### src/sv/cam_pkg.sv
package cam_pkg;

    localparam int TABLE_DEPTH = 256;
    localparam int IDX_W       = (TABLE_DEPTH > 1) ? $clog2(TABLE_DEPTH) : 1;
    localparam int CNT_W       = $clog2(TABLE_DEPTH + 1);
    localparam int ADDR_W      = 32;
    localparam int PLEN_W      = 6;
    localparam int USED_W      = 9;
    localparam int OPC_W       = 2;

    localparam logic [PLEN_W-1:0] PLEN_MAX = PLEN_W'(ADDR_W);

    typedef enum logic [OPC_W-1:0] {
        OP_CLEAR  = 2'd0,
        OP_APPEND = 2'd1,
        OP_LOOKUP = 2'd2,
        OP_NONE   = 2'd3
    } t_opcode;

    typedef enum logic [1:0] {
        S_IDLE,
        S_SCAN,
        S_DONE
    } t_state;

    typedef struct packed {
        logic [PLEN_W-1:0] plen;
        logic [ADDR_W-1:0] addr;
    } t_entry;

    typedef struct packed {
        logic             we;
        logic [IDX_W-1:0] waddr;
        t_entry           wdata;
        logic             re;
        logic [IDX_W-1:0] raddr;
    } t_mem_req;

    typedef struct packed {
        logic              matched;
        logic              status;
        logic [USED_W-1:0] entries_used;
    } t_result;

    // Leading-bit compare of two addresses under a stored prefix length (0..32).
    function automatic logic prefix_hit(input logic [ADDR_W-1:0] a,
                                        input logic [ADDR_W-1:0] b,
                                        input logic [PLEN_W-1:0] plen);
        logic [ADDR_W-1:0] mask;
        if (plen == '0) begin
            mask = '0;
        end else if (plen >= PLEN_MAX) begin
            mask = '1;
        end else begin
            mask = {ADDR_W{1'b1}} << (PLEN_MAX - plen);
        end
        return ((a & mask) == (b & mask));
    endfunction

endpackage

### src/sv/cam_ctrl.sv
module cam_ctrl (
    input  logic                        i_clk,
    input  logic                        i_rst_n,
    input  logic                        i_in_valid,
    output logic                        o_in_stall,
    input  logic [cam_pkg::OPC_W-1:0]   i_opcode,
    input  logic [cam_pkg::ADDR_W-1:0]  i_address,
    input  logic [cam_pkg::PLEN_W-1:0]  i_prefix_len,
    output logic                        o_res_valid,
    input  logic                        i_res_take,
    output cam_pkg::t_result            o_res,
    output cam_pkg::t_mem_req           o_mem_req,
    input  cam_pkg::t_entry             i_mem_rdata
);

    cam_pkg::t_state                 r_state, n_state;
    logic [cam_pkg::CNT_W-1:0]       r_count, n_count;
    logic [cam_pkg::IDX_W-1:0]       r_idx, n_idx;
    logic                            r_issued_all, n_issued_all;
    logic                            r_cmp_v, n_cmp_v;
    logic                            r_cmp_last, n_cmp_last;
    logic [cam_pkg::ADDR_W-1:0]      r_query, n_query;
    cam_pkg::t_result                r_res, n_res;

    logic                            in_acc;
    logic                            rd_en;
    logic                            rd_last;
    logic                            hit;
    logic                            full;
    cam_pkg::t_opcode                opc;
    logic [cam_pkg::PLEN_W-1:0]      plen_sat;

    assign opc      = cam_pkg::t_opcode'(i_opcode);
    assign in_acc   = i_in_valid && !o_in_stall;
    assign full     = (r_count == cam_pkg::CNT_W'(cam_pkg::TABLE_DEPTH));
    assign plen_sat = (i_prefix_len > cam_pkg::PLEN_MAX) ? cam_pkg::PLEN_MAX : i_prefix_len;
    assign rd_last  = (cam_pkg::CNT_W'(r_idx) == (r_count - cam_pkg::CNT_W'(1)));
    assign hit      = cam_pkg::prefix_hit(r_query, i_mem_rdata.addr, i_mem_rdata.plen);

    // Next state.
    always_comb begin
        n_state = r_state;
        case (r_state)
            cam_pkg::S_IDLE: begin
                if (in_acc) begin
                    if (opc == cam_pkg::OP_LOOKUP && r_count != '0) begin
                        n_state = cam_pkg::S_SCAN;
                    end else begin
                        n_state = cam_pkg::S_DONE;
                    end
                end
            end
            cam_pkg::S_SCAN: begin
                if (r_cmp_v && (hit || r_cmp_last)) begin
                    n_state = cam_pkg::S_DONE;
                end
            end
            cam_pkg::S_DONE: begin
                if (i_res_take) begin
                    n_state = cam_pkg::S_IDLE;
                end
            end
            default: begin
                n_state = cam_pkg::S_IDLE;
            end
        endcase
    end

    // State decoded outputs.
    always_comb begin
        o_in_stall  = 1'b1;
        o_res_valid = 1'b0;
        rd_en       = 1'b0;
        case (r_state)
            cam_pkg::S_IDLE: begin
                o_in_stall = 1'b0;
            end
            cam_pkg::S_SCAN: begin
                rd_en = !r_issued_all;
            end
            cam_pkg::S_DONE: begin
                o_res_valid = 1'b1;
            end
            default: begin
                o_in_stall = 1'b1;
            end
        endcase
    end

    // Table access and result datapath.
    always_comb begin
        n_count      = r_count;
        n_idx        = r_idx;
        n_issued_all = r_issued_all;
        n_cmp_v      = 1'b0;
        n_cmp_last   = 1'b0;
        n_query      = r_query;
        n_res        = r_res;

        o_mem_req.we          = 1'b0;
        o_mem_req.waddr       = cam_pkg::IDX_W'(r_count);
        o_mem_req.wdata.addr  = i_address;
        o_mem_req.wdata.plen  = plen_sat;
        o_mem_req.re          = rd_en;
        o_mem_req.raddr       = r_idx;

        if (r_state == cam_pkg::S_IDLE && in_acc) begin
            n_query         = i_address;
            n_res.matched   = 1'b0;
            n_res.status    = 1'b0;
            n_idx           = '0;
            n_issued_all    = 1'b0;
            case (opc)
                cam_pkg::OP_CLEAR: begin
                    n_count = '0;
                end
                cam_pkg::OP_APPEND: begin
                    if (full) begin
                        n_res.status = 1'b1;
                    end else begin
                        o_mem_req.we = 1'b1;
                        n_count      = r_count + cam_pkg::CNT_W'(1);
                    end
                end
                default: begin
                end
            endcase
            n_res.entries_used = cam_pkg::USED_W'(n_count);
        end

        if (r_state == cam_pkg::S_SCAN) begin
            n_cmp_v    = rd_en;
            n_cmp_last = rd_en && rd_last;
            if (rd_en) begin
                n_idx = r_idx + cam_pkg::IDX_W'(1);
                if (rd_last) begin
                    n_issued_all = 1'b1;
                end
            end
            if (r_cmp_v && hit) begin
                n_res.matched = 1'b1;
            end
        end
    end

    always_ff @(posedge i_clk) begin
        if (!i_rst_n) begin
            r_state <= cam_pkg::S_IDLE;
            r_count <= '0;
            r_cmp_v <= 1'b0;
        end else begin
            r_state <= n_state;
            r_count <= n_count;
            r_cmp_v <= n_cmp_v;
        end
    end

    always_ff @(posedge i_clk) begin
        r_idx        <= n_idx;
        r_issued_all <= n_issued_all;
        r_cmp_last   <= n_cmp_last;
        r_query      <= n_query;
        r_res        <= n_res;
    end

    assign o_res = r_res;

endmodule

### config.mk
export PLATFORM = sky130hd
export DESIGN_NAME = cam_ctrl
export DESIGN_NICKNAME = d
export VERILOG_FILES = /design/src/sv/cam_pkg.sv /design/src/sv/cam_ctrl.sv
export SDC_FILE = /design/constraint.sdc
export NUM_CORES = 1
export LEC_CHECK = 0
export BUFFER_PORTS_ARGS = -buffer_cell sky130_fd_sc_hd__buf_2
export CAP_MARGIN = 20
export CORE_MARGIN = 4
export CORE_UTILIZATION = 45
export DETAILED_ROUTE_END_ITERATION = 16
export PLACE_DENSITY = 0.82
export REMOVE_ABC_BUFFERS = 1
export SYNTH_ARGS = -nofsm -noshare
export SYNTH_HDL_FRONTEND = slang
export SYNTH_SLANG_ARGS = --single-unit
### constraint.sdc
create_clock -name i_clk -period 3.5 [get_ports i_clk]
set_input_delay 1.05 -clock i_clk [delete_from_list [all_inputs] [get_ports i_clk]]
set_output_delay 1.05 -clock i_clk [all_outputs]
set_load 0.1 [all_outputs]
# After elaboration in Yosys (flattened, before gate mapping)
# Index checks and enable logic that the tools add are counted.
[totals] elab_cells=71 regBits=65 out_inout_bits=69
[op_classes] n_reduce_logical=14 n_eq_ne=10 muxes=28 bitwise_logic=2 add_sub_neg=4 n_lt_le_gt_ge=2 shift=1
[op_table] operator="AND 32 bit" count=2
[op_table] operator="2-to-1 mux 32 bit" count=2
[op_table] operator="equality test 32 bit" count=1
[op_table] operator="left shift 32 x 6 -> 32 bit, first input constant" count=1
[op_table] operator="2-to-1 mux 8 bit" count=3
[op_table] operator="case mux 9 bit (2 select lines)" count=1
[op_table] operator="2-to-1 mux 1 bit" count=14
[op_table] operator="2-to-1 mux 11 bit" count=1
[op_table] operator="adder 9 x 1 -> 9 bit, second input constant" count=1
[op_table] operator="equality test 8 x 9 -> 1 bit" count=1
[op_table] operator="equality test 9 bit, second input constant" count=1
[op_table] operator="2-to-1 mux 9 bit" count=1
[op_table] operator="nonzero test 9 bit" count=1
[op_table] operator="subtractor 9 x 1 -> 9 bit, second input constant" count=1
[op_table] operator="adder 8 x 1 -> 8 bit, second input constant" count=1
[op_table] operator="2-to-1 mux 2 bit" count=4
[op_table] operator=">= comparator 6 bit, second input constant" count=1
[op_table] operator="> comparator 6 bit, second input constant" count=1
[op_table] operator="logical AND 1 bit" count=6
[op_table] operator="zero test 6 bit" count=1
[op_table] operator="2-to-1 mux 6 bit" count=1
[op_table] operator="!= test 2 bit, second input constant" count=3
[op_table] operator="case mux 2 bit (3 select lines)" count=1
[op_table] operator="subtractor 6 bit, first input constant" count=1
[op_table] operator="other kinds (7)" count=10

# Depth between registers and ports, before layout
[logic_depth] depth_word=10 depth_mapped=11

# Least setup slack after synthesis
# No wires, ideal clock.
[synth_path] path_type="input port to output port" from="input i_in_valid" to="output o_mem_req[55] (netlist bit)" arrival_time_ps=3025 slack_ps=-575 cell_stages=5 cell_sequence="inv_1 -> or2_2 -> clkbuf_1 -> buf_1 -> nor2_1"
[synth_lines] element="start: declaration" line="cam_ctrl.sv:4" text="input logic i_in_valid,"
[synth_lines] element="end: declaration" line="cam_ctrl.sv:12" text="output cam_pkg::t_mem_req o_mem_req,"

# Worst setup path after layout
[layout_path] from="input i_mem_rdata[33] (netlist bit)" to="register r_state[0]"
[layout_between] elab_chain_len=10
[layout_rtl] element="start: declaration" line="cam_ctrl.sv:13" text="input cam_pkg::t_entry i_mem_rdata"
[layout_rtl] element="subtractor 6 bit" line="cam_pkg.sv:55" text="mask = {ADDR_W{1'b1}} << (PLEN_MAX - plen);"
[layout_rtl] element="left shift 32 x 6 -> 32 bit" line="cam_pkg.sv:55"
[layout_rtl] element="2-to-1 mux 32 bit" line="cam_pkg.sv:52" text="end else if (plen >= PLEN_MAX) begin"
[layout_rtl] element="2-to-1 mux 32 bit *" line="cam_pkg.sv:50" text="if (plen == '0) begin"
[layout_rtl] element="AND 32 bit" line="cam_pkg.sv:57" text="return ((a & mask) == (b & mask));"
[layout_rtl] element="equality test 32 bit *" line="cam_pkg.sv:57"
[layout_rtl] element="logical OR 1 bit *" line="cam_ctrl.sv:54" text="if (r_cmp_v && (hit || r_cmp_last)) begin"
[layout_rtl] element="logical AND 1 bit *" line="cam_ctrl.sv:54"
[layout_rtl] element="!= test 2 bit (no source line) *"
[layout_rtl] element="AND reduction 3 bit (no source line) *"
[layout_rtl] element="end signal: assignment" line="cam_ctrl.sv:148" text="r_state <= cam_pkg::S_IDLE;"
[layout_rtl] element="end signal: assignment" line="cam_ctrl.sv:152" text="r_state <= n_state;"
[layout_rtl] element="end: declaration" line="cam_ctrl.sv:16" text="cam_pkg::t_state r_state, n_state;"
# Mark *: on every way between the ends. The rest lies on a longest branch, timed or not.
# A chain may end at the register's enable or synchronous reset.

==> metrics.md <==
| Metric | Value |
|---|---|
| CTS sink count | 65 |
| CTS Root Cell | clkbuf_8 |
| Nets | 609 |
| Sequential Power Share | 41.1% |
| Hold Path Depth | 1 |
| Die Ht | 101 µm |
| Row Count | 33 |
| CTS Buf Count | 9 |
| Post-Place Cells | 614 |
| CORE AREA | 0.00834 mm² |
| Reg2Reg Depth | 7 |
| Hold_sp | r_issued_all |
| GR peak layer | met2 |
| IO Count | 151 |
| Iter 0 DRT Violations | 119 |
| Cell Int Power | 1.35 mW |
| Async SR Flop Fraction | 0% |
| H-tree Lvls | 3 |
| Crit Path Max Fanout | 9 |
| Max Fclk | 317 MHz |
| Setup Viol. Count Final | 0 |
| Initial DRT Pass Iterations | 4 |
| IO buf count | 150 |
| Seq/Total Area, Yosys | 43.8% |
| Main synth FF type | edfxtp_1 |
| CTS tree | built |
| DR vias | 3286 |
| Startpoint types | input port |
| Global-route wire length before repair | 15200 µm |
| Rel. slew slack | 57.9% |
| Met3 GRT Util | 5.85% |
| Final Hold Viols | 0 |
| Clock Latency Late Sink | 0.34 ns |
| Layout cells sized above 1 | 36.0% |
| GRT overflow | 0 |
| Power per cell area | 462 mW/mm² |
| RSZ-0062 raised after global routing | no |
| Synth-to-Final Area Change | 20.6% |
| Hold Path Sink | r_issued_all |
| Final hold slack | 0.464 ns |
| Worst EP arrival | 3.36 ns |
| Max rail drop VDD | 293 µV |
| Post-synthesis cell area | 0.00393 mm² |
| Yosys warns | 0 |
| Combinational Power Share | 31.5% |
| Top cells by area, synth | edfxtp_1 (32%), dfxtp_1 (12%), buf_4 (8.0%) |
| Die area | 0.0103 mm² |
| Worst setup EP type | flip-flop |
| Vias per cell | 5.22 |
| Reg2reg setup slack | 1.06 ns |
| Max-capacitance violation count | 0 |
| Clock Pin Slew Worst Setup and Hold Paths | 0.08 ns |
| N_diodes | 0 |
| Top cell type by total area after synthesis | edfxtp_1 |
| Fin cells | 630 |
| Die W | 101 µm |
| Minimum clock period | 3.16 ns |
| Initial antenna violation count | 0 |
| Leakage power | 2.04 nW |
| CP Class | input port to flip-flop |
| Final Cycle Share | 90.1% |
| Post-Syn Instances | 404 |
| Sw power | 0.837 mW |
| Per-cell routed wire length | 15.7 µm |
| Met1 Use GR | 20.8% |
| Top cells by count, synth | buf_4 (42), edfxtp_1 (42), xnor2_1 (31), nand2_1 (30), nor2_1 (28) |
| RR Endpoint | r_state[0] |
| Number of flops mapped to enable cells by yosys | 42 |
| Hold buffer count at cts | 0 |
| DP Wirelength | 7710 µm |
| Max-slew violations | 0 |
| Gpl congestion | 0.896 |
| Status | complete, no violations |
| Final clock skew | 0.00995 ns |
| Clk network pwr share | 27.4% |
| Worst hold path type | flip-flop to flip-flop |
| Overall Global Routing Usage | 18.8% |
| Starting density of the core | 47.1% |
| Clk buf depth | 2 |
| Worst-Margin Slew | 0.614 ns |
| Required time worst endpoint | 3.70 ns |
| Largest net degree at the start of global routing | 26 |
| Setup bufs post-CTS | 0 |
| # resized after CTS | 0 |
| Vias in the first global route | 3249 |
| Reg2reg start | r_query[29] |
| Met2 Usage GRT | 34.5% |
| ANT nets after route | 0 |
| DRC viols | 0 |
| Flops & latches, synth | 65 |
| Post-Syn Area per Cell | 9.72 µm² |
| Switching Share | 38.2% |
| Count of cell types in the netlist | 55 |
| Post-Route WL | 9880 µm |
| Area fraction of the dominant cell type after synthesis | 32.1% |
layer usage:
| metal | up-vias | share of wire, % |
|---|---|---|
| met2 | 121 | 52 |
| met3 | 10 | 7.7 |
| met1 | 1543 | 40 |
| met5 | - | 0 |
| met4 | 0 | 0.98 |
| li1 | 1612 | - |
through the flow:
stage / setup TNS (ns) / instance area [µm²] / util, % / setup slack (ns) / total power, mW
floorplan: -0.824 / 3540 / - / -0.824 / 1.27
global placement: 0 / 4540 / 54.5 / 0.0963 / 1.60
detailed placement: -0.0142 / 4540 / 54.5 / -0.0142 / 1.60
CTS: 0 / 4730 / 56.8 / 0.345 / 2.21
global route: 0 / 4730 / 56.8 / 0.190 / 2.29
finish: 0 / 4730 / 56.8 / 0.345 / 2.19
worst max-delay path: stages:
cell	delay, ns
buf_2	0.09
inv_1	0.07
ha_1	0.24
xnor2_2	0.37
buf_4	0.21
nor2_1	0.04
a21oi_1	0.12
o32ai_1	0.11
or4_4	0.53
o41ai_2	0.38
a311oi_1	0.16
how the worst max path moves through the flow:
stage,from,to,slack [ns],cells past startpoint
6_report,i_mem_rdata[33],r_state[0],0.34,11
5_1_grt,r_count[1],o_mem_req[55],0.19,7
4_1_cts,i_mem_rdata[33],r_state[0],0.35,11
3_5_place_dp,i_mem_rdata[33],r_state[0],-0.01,11
3_3_place_gp,i_mem_rdata[33],r_state[0],0.1,11
2_1_floorplan,r_count[0],o_mem_req[55],-0.82,6
registers in the layout, summed over array words and instances, names as in the netlist:
signal	count
o_res	11
r_cmp_last	1
r_cmp_v	1
r_count	9
r_idx	8
r_issued_all	1
r_query	32
r_state	2
area by class of cell:
type / instances / area (µm²)
Multi-Input combinational cell: 270 / 1780
Clock inverter: 6 / 41.3
Sequential cell: 65 / 1720
Timing Repair Buffer: 162 / 868
Clock buffer: 10 / 149
Fill cell: 758 / 3610
Inverter: 12 / 45.0
Tap cell: 105 / 131
power groups by stage:
| stage | Sequential (mW) | Combinational, mW | Clock, mW |
|---|---|---|---|
| floorplan | 1.02 | 0.250 | 0 |
| global placement | 0.914 | 0.682 | 0 |
| detailed placement | 0.916 | 0.688 | 0 |
| CTS | 0.899 | 0.690 | 0.624 |
| global route | 0.902 | 0.727 | 0.656 |
| finish | 0.899 | 0.689 | 0.601 |
layout by cell type (no fill, tap or decap), drive strengths merged, types with 2 or more instances in the layout:
| cell | n |
|---|---|
| o2bb2ai | 2 |
| o211a | 2 |
| nor3b | 4 |
| clkinvlp | 3 |
| a21boi | 6 |
| nand3 | 16 |
| nor2b | 13 |
| o211ai | 2 |
| or4 | 3 |
| edfxtp | 42 |
| nand4 | 5 |
| clkbuf | 10 |
| xnor2 | 32 |
| dfxtp | 23 |
| a211oi | 3 |
| or2 | 2 |
| nor3 | 11 |
| o221ai | 3 |
| o21a | 4 |
| nand2b | 4 |
| and3 | 2 |
| nor4 | 4 |
| ha | 7 |
| inv | 12 |
| o32ai | 2 |
| nand3b | 3 |
| a21oi | 17 |
| nor2 | 28 |
| buf | 162 |
| xor2 | 24 |
| nand2 | 30 |
| clkinv | 3 |
| and2 | 2 |
| o21ai | 21 |
| mux2i | 2 |
| a31oi | 2 |
cells by family (layout without fill, tap and decap cells):
logic type               after synthesis  in the layout  synth area share [%]
adder cells (fa/ha/maj)                7              7                  2.23
AO/OA/AOI/OAI                         74             74                  12.5
multiplexers                           3              3                 0.797
AND/OR/NAND/NOR                      130            130                  17.1
flip-flops                            65             65                  43.8
XOR/XNOR                              56             56                  12.7
buffers and inverters                 69            190                  10.9
(Power assumes the default switching activity.)
